File: src/stpm_pkg.sv
// stpm_pkg: shared types and constants for the stereo timestamp pair matcher
// no dependencies

package stpm_pkg;

    localparam int TIME_W = 48;
    localparam int TAG_W  = 16;

    localparam logic [1:0] OP_PUSH_VIS = 2'd0;
    localparam logic [1:0] OP_PUSH_IR  = 2'd1;
    localparam logic [1:0] OP_SYNC     = 2'd2;

    localparam logic REG_DIFF_WIN = 1'b0;
    localparam logic REG_LIMIT    = 1'b1;

    typedef struct packed {
        logic [1:0]        op;
        logic [TIME_W-1:0] timestamp;
        logic [TAG_W-1:0]  frame_tag;
    } t_in_item;

    typedef struct packed {
        logic              paired;
        logic [TAG_W-1:0]  visible_tag;
        logic [TAG_W-1:0]  infrared_tag;
        logic [TIME_W-1:0] pair_time;
        logic [31:0]       dropped_total;
        logic [31:0]       paired_total;
    } t_out_item;

endpackage

File: src/stpm_diff_unit.sv
// stpm_diff_unit: shared absolute-difference and compare unit
// depends on stpm_pkg

module stpm_diff_unit (
    input  logic [stpm_pkg::TIME_W-1:0] i_a,
    input  logic [stpm_pkg::TIME_W-1:0] i_b,
    input  logic [stpm_pkg::TIME_W-1:0] i_best,
    output logic [stpm_pkg::TIME_W-1:0] o_diff,
    output logic                        o_less,
    output logic                        o_a_older
);
    import stpm_pkg::*;

    // absolute difference, then compare against current best
    always_comb begin
        o_a_older = i_a < i_b;
        o_diff    = o_a_older ? (i_b - i_a) : (i_a - i_b);
        o_less    = o_diff < i_best;
    end
endmodule

File: src/stereo_timestamp_pair_matcher_top.sv
// stereo_timestamp_pair_matcher_top: sequencer, frame fifos and counters
// depends on stpm_pkg and stpm_diff_unit
//
// Usage: pulse i_start with an item on i_in while o_busy is low. Ops 0 and 1
// push a frame into the visible or infrared fifo and produce no result. Op 2
// is a sync attempt: the sequencer walks every visible/infrared pair, one
// pair per cycle through a single difference/compare unit, then pairs or drops.
// A sync item gives exactly one result on o_out, marked by o_valid for one
// cycle. The receiver cannot stall; results must be taken when shown.
// A push passes through the shift and write states. A sync passes through
// the scan, decide, shift and done states, or goes straight to done when a
// fifo is empty; both fifos shift one entry per cycle in parallel. The
// result strobes in the same cycle that o_busy falls.
// Reset clears counts, counters and configuration registers to their defaults
// (max difference 20000, queue limit 10); fifo contents are not cleared.
// Configuration writes through i_cfg_we/i_cfg_idx/i_cfg_data while idle.

module stereo_timestamp_pair_matcher_top #(
    parameter int FIFO_DEPTH = 16
) (
    input  logic                i_clk,
    input  logic                i_rst_n,
    input  logic                i_start,
    input  stpm_pkg::t_in_item  i_in,
    output logic                o_busy,
    output logic                o_valid,
    output stpm_pkg::t_out_item o_out,
    input  logic                i_cfg_we,
    input  logic                i_cfg_idx,
    input  logic [31:0]         i_cfg_data
);
    import stpm_pkg::*;

    localparam int IW = $clog2(FIFO_DEPTH);
    localparam int CW = $clog2(FIFO_DEPTH + 1);

    localparam logic [2:0] S_IDLE  = 3'd0;
    localparam logic [2:0] S_SCAN  = 3'd1;
    localparam logic [2:0] S_DEC   = 3'd2;
    localparam logic [2:0] S_SHIFT = 3'd3;
    localparam logic [2:0] S_DONE  = 3'd4;
    localparam logic [2:0] S_PUSHW = 3'd5;

    logic [TIME_W-1:0] r_vts  [FIFO_DEPTH];
    logic [TAG_W-1:0]  r_vtag [FIFO_DEPTH];
    logic [TIME_W-1:0] r_its  [FIFO_DEPTH];
    logic [TAG_W-1:0]  r_itag [FIFO_DEPTH];

    logic [2:0]        r_state;
    logic [CW-1:0]     r_vcnt, r_icnt;
    logic [31:0]       r_drops, r_pairs, r_diff_win;
    logic [4:0]        r_limit;
    logic [IW-1:0]     r_i, r_j, r_bi, r_bj;
    logic [TIME_W-1:0] r_best;
    logic              r_found;
    logic [CW-1:0]     r_vpop, r_ipop;
    logic              r_valid;
    t_out_item         r_out;
    t_in_item          r_pend;
    logic              r_out_pend;

    logic [TIME_W-1:0] diff;
    logic              less, v_older;
    logic [TIME_W-1:0] ua, ub;
    logic [CW-1:0]     lim;
    logic              v_end, i_end;

    // effective limit: 0 acts as 1, clipped to depth
    always_comb begin
        if (r_limit == 5'd0) lim = CW'(1);
        else if (32'(r_limit) > 32'(FIFO_DEPTH)) lim = CW'(FIFO_DEPTH);
        else lim = CW'(r_limit);
    end

    // shared unit operands: scan pair, or the fronts in decide
    assign ua = (r_state == S_SCAN) ? r_vts[r_i] : r_vts[0];
    assign ub = (r_state == S_SCAN) ? r_its[r_j] : r_its[0];

    stpm_diff_unit u_diff (
        .i_a(ua), .i_b(ub), .i_best(r_best),
        .o_diff(diff), .o_less(less), .o_a_older(v_older)
    );

    assign v_end = (CW'(r_i) + CW'(1)) >= r_vcnt;
    assign i_end = (CW'(r_j) + CW'(1)) >= r_icnt;

    // saturating add helper
    function automatic logic [31:0] sat_add(logic [31:0] a, logic [32:0] b);
        logic [33:0] s;
        s = {1'b0, a} + {1'b0, b};
        return (s > 34'hFFFFFFFF) ? 32'hFFFFFFFF : s[31:0];
    endfunction

    // config registers
    always_ff @(posedge i_clk) begin
        if (!i_rst_n) begin
            r_diff_win <= 32'd20000;
            r_limit    <= 5'd10;
        end else if (i_cfg_we) begin
            unique case (i_cfg_idx)
                REG_DIFF_WIN: r_diff_win <= i_cfg_data;
                REG_LIMIT:    r_limit    <= i_cfg_data[4:0];
                default: ;
            endcase
        end
    end

    // sequencer
    always_ff @(posedge i_clk) begin
        if (!i_rst_n) begin
            r_state <= S_IDLE;
            r_vcnt  <= '0;
            r_icnt  <= '0;
            r_drops <= '0;
            r_pairs <= '0;
            r_valid <= 1'b0;
            r_vpop  <= '0;
            r_ipop  <= '0;
        end else begin
            r_valid <= 1'b0;
            unique case (r_state)
                S_IDLE: begin
                    if (i_start) begin
                        if (i_in.op == OP_PUSH_VIS) begin
                            r_vpop  <= (r_vcnt >= lim && r_vcnt != '0) ? CW'(1) : '0;
                            r_ipop  <= '0;
                            r_state <= S_SHIFT;
                            if (r_vcnt >= lim && r_vcnt != '0)
                                r_drops <= sat_add(r_drops, 33'd1);
                        end else if (i_in.op == OP_PUSH_IR) begin
                            r_ipop  <= (r_icnt >= lim && r_icnt != '0) ? CW'(1) : '0;
                            r_vpop  <= '0;
                            r_state <= S_SHIFT;
                            if (r_icnt >= lim && r_icnt != '0)
                                r_drops <= sat_add(r_drops, 33'd1);
                        end else if (i_in.op == OP_SYNC) begin
                            r_i <= '0; r_j <= '0; r_bi <= '0; r_bj <= '0;
                            r_found <= 1'b0;
                            r_best  <= '0;
                            r_vpop  <= '0;
                            r_ipop  <= '0;
                            if (r_vcnt == '0 || r_icnt == '0) r_state <= S_DONE;
                            else r_state <= S_SCAN;
                        end
                    end
                end
                S_SCAN: begin
                    if (!r_found || less) begin
                        r_found <= 1'b1;
                        r_best  <= diff;
                        r_bi    <= r_i;
                        r_bj    <= r_j;
                    end
                    if (i_end) begin
                        r_j <= '0;
                        if (v_end) r_state <= S_DEC;
                        else r_i <= r_i + IW'(1);
                    end else begin
                        r_j <= r_j + IW'(1);
                    end
                end
                S_DEC: begin
                    if (r_best > TIME_W'(r_diff_win)) begin
                        if (r_vcnt > (lim >> 1) && v_older) begin
                            r_vpop  <= CW'(1);
                            r_drops <= sat_add(r_drops, 33'd1);
                        end else if (r_icnt > (lim >> 1) && r_its[0] < r_vts[0]) begin
                            r_ipop  <= CW'(1);
                            r_drops <= sat_add(r_drops, 33'd1);
                        end
                    end else begin
                        r_vpop  <= CW'(r_bi) + CW'(1);
                        r_ipop  <= CW'(r_bj) + CW'(1);
                        r_drops <= sat_add(r_drops, 33'(r_bi) + 33'(r_bj));
                        if (r_pairs != 32'hFFFFFFFF) r_pairs <= r_pairs + 32'd1;
                    end
                    r_state <= S_SHIFT;
                end
                S_SHIFT: begin
                    // shift one entry per cycle off each front
                    if (r_vpop != '0) begin
                        r_vpop <= r_vpop - CW'(1);
                        r_vcnt <= r_vcnt - CW'(1);
                    end
                    if (r_ipop != '0) begin
                        r_ipop <= r_ipop - CW'(1);
                        r_icnt <= r_icnt - CW'(1);
                    end
                    if (r_vpop <= CW'(1) && r_ipop <= CW'(1)) begin
                        if (r_out_pend) r_state <= S_DONE;
                        else r_state <= S_PUSHW;
                    end
                end
                S_PUSHW: begin
                    if (r_pend.op == OP_PUSH_VIS) begin
                        if (r_vcnt < CW'(FIFO_DEPTH)) r_vcnt <= r_vcnt + CW'(1);
                    end else begin
                        if (r_icnt < CW'(FIFO_DEPTH)) r_icnt <= r_icnt + CW'(1);
                    end
                    r_state <= S_IDLE;
                end
                S_DONE: begin
                    r_valid <= 1'b1;
                    r_state <= S_IDLE;
                end
                default: r_state <= S_IDLE;
            endcase
        end
    end

    // pending item and result capture
    always_ff @(posedge i_clk) begin
        if (!i_rst_n) begin
            r_out_pend <= 1'b0;
        end else if (r_state == S_IDLE && i_start) begin
            r_out_pend <= (i_in.op == OP_SYNC);
        end
    end

    always_ff @(posedge i_clk) begin
        if (r_state == S_IDLE && i_start) begin
            r_pend <= i_in;
            r_out  <= '0;
        end
        if (r_state == S_DEC) begin
            if (r_best <= TIME_W'(r_diff_win)) begin
                r_out.paired       <= 1'b1;
                r_out.visible_tag  <= r_vtag[r_bi];
                r_out.infrared_tag <= r_itag[r_bj];
                r_out.pair_time    <= TIME_W'(({1'b0, r_vts[r_bi]} + {1'b0, r_its[r_bj]}) >> 1);
            end
        end
        if (r_state == S_DONE) begin
            r_out.dropped_total <= r_drops;
            r_out.paired_total  <= r_pairs;
        end
    end

    // fifo storage: shift toward front, write at tail
    always_ff @(posedge i_clk) begin
        if (r_state == S_SHIFT) begin
            for (int k = 0; k < FIFO_DEPTH - 1; k++) begin
                if (r_vpop != '0) begin
                    r_vts[k]  <= r_vts[k+1];
                    r_vtag[k] <= r_vtag[k+1];
                end
                if (r_ipop != '0) begin
                    r_its[k]  <= r_its[k+1];
                    r_itag[k] <= r_itag[k+1];
                end
            end
        end
        if (r_state == S_PUSHW) begin
            if (r_pend.op == OP_PUSH_VIS && r_vcnt < CW'(FIFO_DEPTH)) begin
                r_vts[r_vcnt[IW-1:0]]  <= r_pend.timestamp;
                r_vtag[r_vcnt[IW-1:0]] <= r_pend.frame_tag;
            end
            if (r_pend.op == OP_PUSH_IR && r_icnt < CW'(FIFO_DEPTH)) begin
                r_its[r_icnt[IW-1:0]]  <= r_pend.timestamp;
                r_itag[r_icnt[IW-1:0]] <= r_pend.frame_tag;
            end
        end
    end

    // result strobed in the cycle after done
    always_comb begin
        o_busy  = (r_state != S_IDLE);
        o_valid = r_valid;
        o_out   = r_out;
    end
endmodule

File: config.mk
export PLATFORM = sky130hd
export DESIGN_NAME = stereo_timestamp_pair_matcher_top
export DESIGN_NICKNAME = d
export VERILOG_FILES = /design/src/stpm_pkg.sv /design/src/stpm_diff_unit.sv /design/src/stereo_timestamp_pair_matcher_top.sv
export SDC_FILE = /design/constraint.sdc
export NUM_CORES = 2
export LEC_CHECK = 0
export BUFFER_PORTS_ARGS = -buffer_cell sky130_fd_sc_hd__buf_2
export CAP_MARGIN = 20
export CORE_UTILIZATION = 51
export CTS_BUF_LIST = sky130_fd_sc_hd__clkbuf_16
export DETAILED_ROUTE_END_ITERATION = 10
export GPL_TIMING_DRIVEN = 0
export MAX_ROUTING_LAYER = met4
export PLACE_DENSITY = 0.67
export RECOVER_POWER = 100
export SYNTH_ARGS = -nofsm -noshare
export SYNTH_HDL_FRONTEND = slang
export SYNTH_HIERARCHICAL = 1
export SYNTH_SLANG_ARGS = --single-unit
File: constraint.sdc
create_clock -name i_clk -period 9.9 [get_ports i_clk]
set_clock_uncertainty 0.05 [all_clocks]
set_input_delay 1.485 -clock i_clk [delete_from_list [all_inputs] [get_ports i_clk]]
set_output_delay 1.485 -clock i_clk [all_outputs]
set_load 0.05 [all_outputs]
# Word level (Yosys, flattened, before mapping)
# Memory sizes are Yosys's and may differ from the RTL's. A register that Yosys moved wholly into a read port is not among the register bits.
# Index checks and enable logic that the tools add are counted.
# totals
ff_bits	402
mem_bits_rw	2048
inputBits	103
out_inout_bits	147
word_cells	256
mem_count	4
# memory_table
memory	depth	width	rd	rd_ports_with_merged_regs	wr	line	text
r_its	16	48	18	2	15	stereo_timestamp_pair_matcher_top.sv:46	logic [TIME_W-1:0] r_its [FIFO_DEPTH];
r_vts	16	48	18	2	15	stereo_timestamp_pair_matcher_top.sv:44	logic [TIME_W-1:0] r_vts [FIFO_DEPTH];
r_itag	16	16	16	1	15	stereo_timestamp_pair_matcher_top.sv:47	logic [TAG_W-1:0] r_itag [FIFO_DEPTH];
r_vtag	16	16	16	1	15	stereo_timestamp_pair_matcher_top.sv:45	logic [TAG_W-1:0] r_vtag [FIFO_DEPTH];
# op_classes
addsub	19
n_lt_le_gt_ge	18
eq_ne	32
n_mux	112
n_bitwise	2
reduce_logical	43
# ops
operator	count
48-bit 2-to-1 mux	10
32-bit 2-to-1 mux	10
81-bit 2-to-1 mux	2
145-bit 2-to-1 mux	1
48-bit less-than comparator	3
5-bit 2-to-1 mux	22
48-bit case mux with 2 select lines	1
48-bit OR reduction	2
48-bit subtractor	2
4-bit 2-to-1 mux	19
33-bit by 32-bit greater-than comparator with 1-bit output, second input constant	2
64-bit 2-to-1 mux	1
32-bit case mux with 2 select lines	1
48-bit by 48-bit adder with 49-bit output	1
48-bit by 32-bit greater-than comparator with 1-bit output	1
48-bit by 32-bit less-or-equal comparator with 1-bit output	1
32-bit by 1-bit adder with 33-bit output, second input constant	1
32-bit by 5-bit adder with 33-bit output	1
32-bit by 1-bit adder with 32-bit output, second input constant	1
16-bit 2-to-1 mux	2
32-bit != test, second input constant	1
4-bit case mux with 2 select lines	4
16-bit OR reduction	2
5-bit case mux with 3 select lines	2
other kinds (42)	133

# Logic depth before layout (Yosys ltp)
# depth
ltp_word	10
ltp_mapped	40
mapped_depth_nobuf	33

# Hierarchy
# The synthesis kept the hierarchy.
# by_module_without_submodules
mod	instances	cells_per_inst	area_each_um2	seq_area_each_um2
stereo_timestamp_pair_matcher_top	1	8744	134814.3	71818.9
stpm_diff_unit	1	1012	6779.0	0.0

# Least setup slack after synthesis
# No wires, ideal clock.
# synth_timing
path_type	register -> register
start	register with a tool-made name
end	register with a tool-made name
setup_ns	0.125
arrival_ns	8.862
required_ns	9.725
slack_ns	0.862
path_stages_with_launch	36
period_less_slack_ns	9.038
cell_sequence	dfxtp_1 > clkbuf_1 > buf_1 > buf_1 > mux4_2 > mux4_2 > nand2_1 > nand2_1 > ha_1 > buf_2 > a21o_1 > a21o_1 > a21oi_2 > o22ai_1 > o311ai_2 > a21oi_2 > inv_2 > buf_4 > buf_2 > nand3_1 > o21ai_0 > xnor2_1 > ha_1 > a21o_1 > a21o_1 > a21o_1 > a21o_1 > a21o_1 > a21o_1 > a21oi_1 > nor2_1 > nor4_1 > inv_1 > a31oi_1 > clkbuf_1 > mux2_2

# Worst setup path after layout
# layout_timing
start	register r_best[31]
end	register r_out, in the netlist o_out[77]
# layout_via
elab_chain_len	3
# layout_lines
element	line	text
from (decl)	stereo_timestamp_pair_matcher_top.sv:54	logic [TIME_W-1:0] r_best;
from (signal assigned)	stereo_timestamp_pair_matcher_top.sv:150	r_best <= diff;
48-bit by 32-bit less-or-equal comparator with 1-bit output	stereo_timestamp_pair_matcher_top.sv:226	if (r_best <= TIME_W'(r_diff_win)) begin
81-bit 2-to-1 mux	stereo_timestamp_pair_matcher_top.sv:226	
81-bit 2-to-1 mux	stereo_timestamp_pair_matcher_top.sv:225	if (r_state == S_DEC) begin
to (decl)	stereo_timestamp_pair_matcher_top.sv:58	t_out_item r_out;
# Every way passes these cells.
# A chain may end at the register's enable or synchronous reset.

==> impl_metrics.toml <==
[run_status]
status = "finished with violations"
violations = "capacitance limit, slew limit, setup timing"

[drt]
firstDrtPassIters = 6
via_count = 101576
drc = 0
ant_nets = 0
vias_per_cell = 7.00
wire_per_inst_um = 38.4
wirelength_mm = 558
drtIter0Drc = 15031

[worst_setup_path]
cp-end-kind = "register"
cp.depth = 13
crit_buf_inv = 5
arrival_ps = 10980
path_cells = "ha_1 > nand4_1 > or3_1 > nor3_1 > inv_1 > o21a_1 > o21ai_0 > clkbuf_1 > clkbuf_1 > clkbuf_1 > clkbuf_1 > nand3_1 > o21ai_0"
cp.required_ps = 10670
critical_path.top_delay_family = "buffers and inverters"
path_max_fanout = 12
slowest_delay_ps = 3260
worstRegToRegCells = 13
regToRegSetupSlack_ps = -310
cp_common_cell = "clkbuf_1"
crit_type = "reg -> reg"
worst_setup_path_start_kind = "register"
cp_slowest_cell = "o21ai_0"

[hold_path]
hold_class = "reg -> reg"
whs_path_depth = 2

[floorplanning]
die_area_um2 = 280000
die_h_um = 529
core_um2 = 276000
row_count = 193
start_util_pct = 51.3
ios = 250
die_w_um = 529

[yosys]
ys_seq_area_share_pct = 50.7
syn_nets = 10188
synth_ff_type = "edfxtp_1"
async_flop_share_pct = 0
yosysTopAreaCellShare_pct = 47.6
ys_types = 103
syn_area_um2 = 142000
yosys_warnings = 6
synth_edf_count = 2243
synth_cells = 9756
yosysTopAreaCell = "edfxtp_1"
synth.avg_cell_area_um2 = 14.5
ys_seq_elements = 2466
synth_area_leaders = "edfxtp_1, mux4_2, mux2_2"

[sta]
fmax_mhz = 98.0
period_share_pct = 103
drv_slew = 2140
worstMarginPinSlew_ps = 4410
finalHoldViolCount = 0
tns_ps = -5100
period_needed_ps = 10210
setup_viol_count_final = 22
slew_headroom_pct = -197
layout_setup_ws_ps = -306

[placed_design]
dp_hpwl_mm = 405
place_inst = 13924
gp_congestion = 1.05
port_buffers = 248

[cts]
ctsHtreeMaxLevel = 5
ctsHoldBuffers = 0
clock-root-buffer = "clkbuf_16"
cts_max_path_buffers = 4
clk_latency_ps = 950
cts.clk_slew.worst_paths_ps = 60
clock_sinks = 2466
cts_tree = "done"
cts_buffers = 284

[cells_and_area]
drive_gt1_share_pct = 35.8
final_common_cell = "edfxtp_1"
fillCellCount = 22135
utilization_pct = 57.8
seq_area_um2 = 71800
final_cell_mix = "edfxtp_1, mux2_2, mux4_2, nand2_1, clkbuf_1"
final_cells = 14514
area_delta_synth_final_pct = 12.8
multiInputGateArea_um2 = 65700
nets = 10967

[global_routing]
grt_pass1_wl_mm = 767
antenna_found_initial = 37
grt_util_all_layers_pct = 40.6
grt_pass1_vias = 100168
grt_max_degree = 66
grt_overflow = 0

[flow_run]
maxCapViolations = 99

[power_and_ir_drop]
power.leakage_nw = 55.0
vdd_drop_max_mv = 0.164
p_per_area_nw_per_um2 = 289
p_total_w = 0.0462
==> cells by family after synthesis <==
kind of cell               synth area share (%)
muxes                                      32.3
DFF                                        50.7
and+or+nand+nor                            5.73
buffers and inverters                      3.17
AOI/OAI and AO/OA                          4.22
adders and majority gates                  2.96
xor gates and xnor gates                  0.885
==> flip-flops by register name, indices dropped and copies added, names as in the netlist, 3 cells and up, named ones only <==
signal / flops
r_its: 768
r_itag: 256
r_bi: 4
r_vtag: 256
o_out: 145
r_pairs: 32
r_ipop: 5
r_vpop: 5
r_limit: 5
r_diff_win: 32
r_j: 4
r_i: 4
r_vcnt: 5
r_drops: 32
r_best: 48
r_state: 3
r_bj: 4
r_icnt: 5
r_pend: 66
r_vts: 768
==> routing by layer <==
metal  vias to the layer above  track usage (%)  part of all wire, %
met2                      7903             59.2                   44
li1                      39909                -                    -
met4                         0             25.4                  7.6
met1                     51852             48.5                   34
met5                         -                -                    0
met3                      1912             13.6                   14
==> repair_timing <==
action	4_1_cts	5_1_grt
setup buffers	5	10
resized for setup	180	103
setup endpoints to repair	65	63
pin swaps	6	7
cloned	0	0
==> cell type report <==
type	count	share of cell area, %
well taps	3705	2.90
diodes	51	0.0799
clock inverters	217	0.999
inverters	312	0.737
repair buffers	498	2.30
plain buffers	835	2.31
multi-input cells	6138	41.1
clock buffers	292	4.58
flip-flops and latches	2466	45.0
==> where the power goes <==
group | switching (W) | leakage (nW) | total [W] | internal, W
logic | 0.0140 | 28.3 | 0.0226 | 0.00859
registers | 0.000677 | 22.1 | 0.0131 | 0.0125
clock network | 0.00459 | 4.65 | 0.0104 | 0.00586
==> path summary, 6_finish.rpt <==
path              start    endpoint
min reg2reg  o_out[144]  o_out[144]
max reg2reg  r_best[31]   o_out[77]
max          r_best[31]   o_out[77]
min          o_out[144]  o_out[144]
==> tightest hold or removal path, cell delays in order, from the launching register on <==
cell and delay, ps:
dfxtp_1 300, nand2_1 50, nand2_1 40
==> synthesized netlist by cell type (9+ instances only) <==
cell type,instances
a31oi_1,20
mux2_2,1802
ha_1,319
nand2b_1,37
mux2i_1,29
buf_1,100
nand2_1,940
or2_2,9
inv_1,307
edfxtp_1,2243
o211ai_1,22
and2_1,121
buf_2,40
a211oi_1,26
a21o_1,147
xnor2_1,86
o21ai_0,207
and3_1,19
nand3_1,171
nor2b_1,24
mux4_2,1118
xor2_1,57
fa_1,10
nor3_1,64
or4_1,9
o21a_1,20
o221ai_1,11
o31ai_1,22
a221oi_1,14
nor2_1,232
o22ai_1,13
nand4_1,79
a21oi_1,277
nor4_1,22
clkbuf_1,680
or3_1,26
dfxtp_1,223
o21bai_1,37
==> per-stage QoR <==
step	cell area (um2)	hold WS (ps)	setup WS [ps]
4_1_cts	161000	391	1.43
3_5_place_dp	152000	381	-2420
6_report	160000	390	-306
2_1_floorplan	142000	381	862
5_1_grt	160000	409	-23.3
3_3_place_gp	147000	377	-7230
No activity file was read; power rests on OpenSTA's default activity.
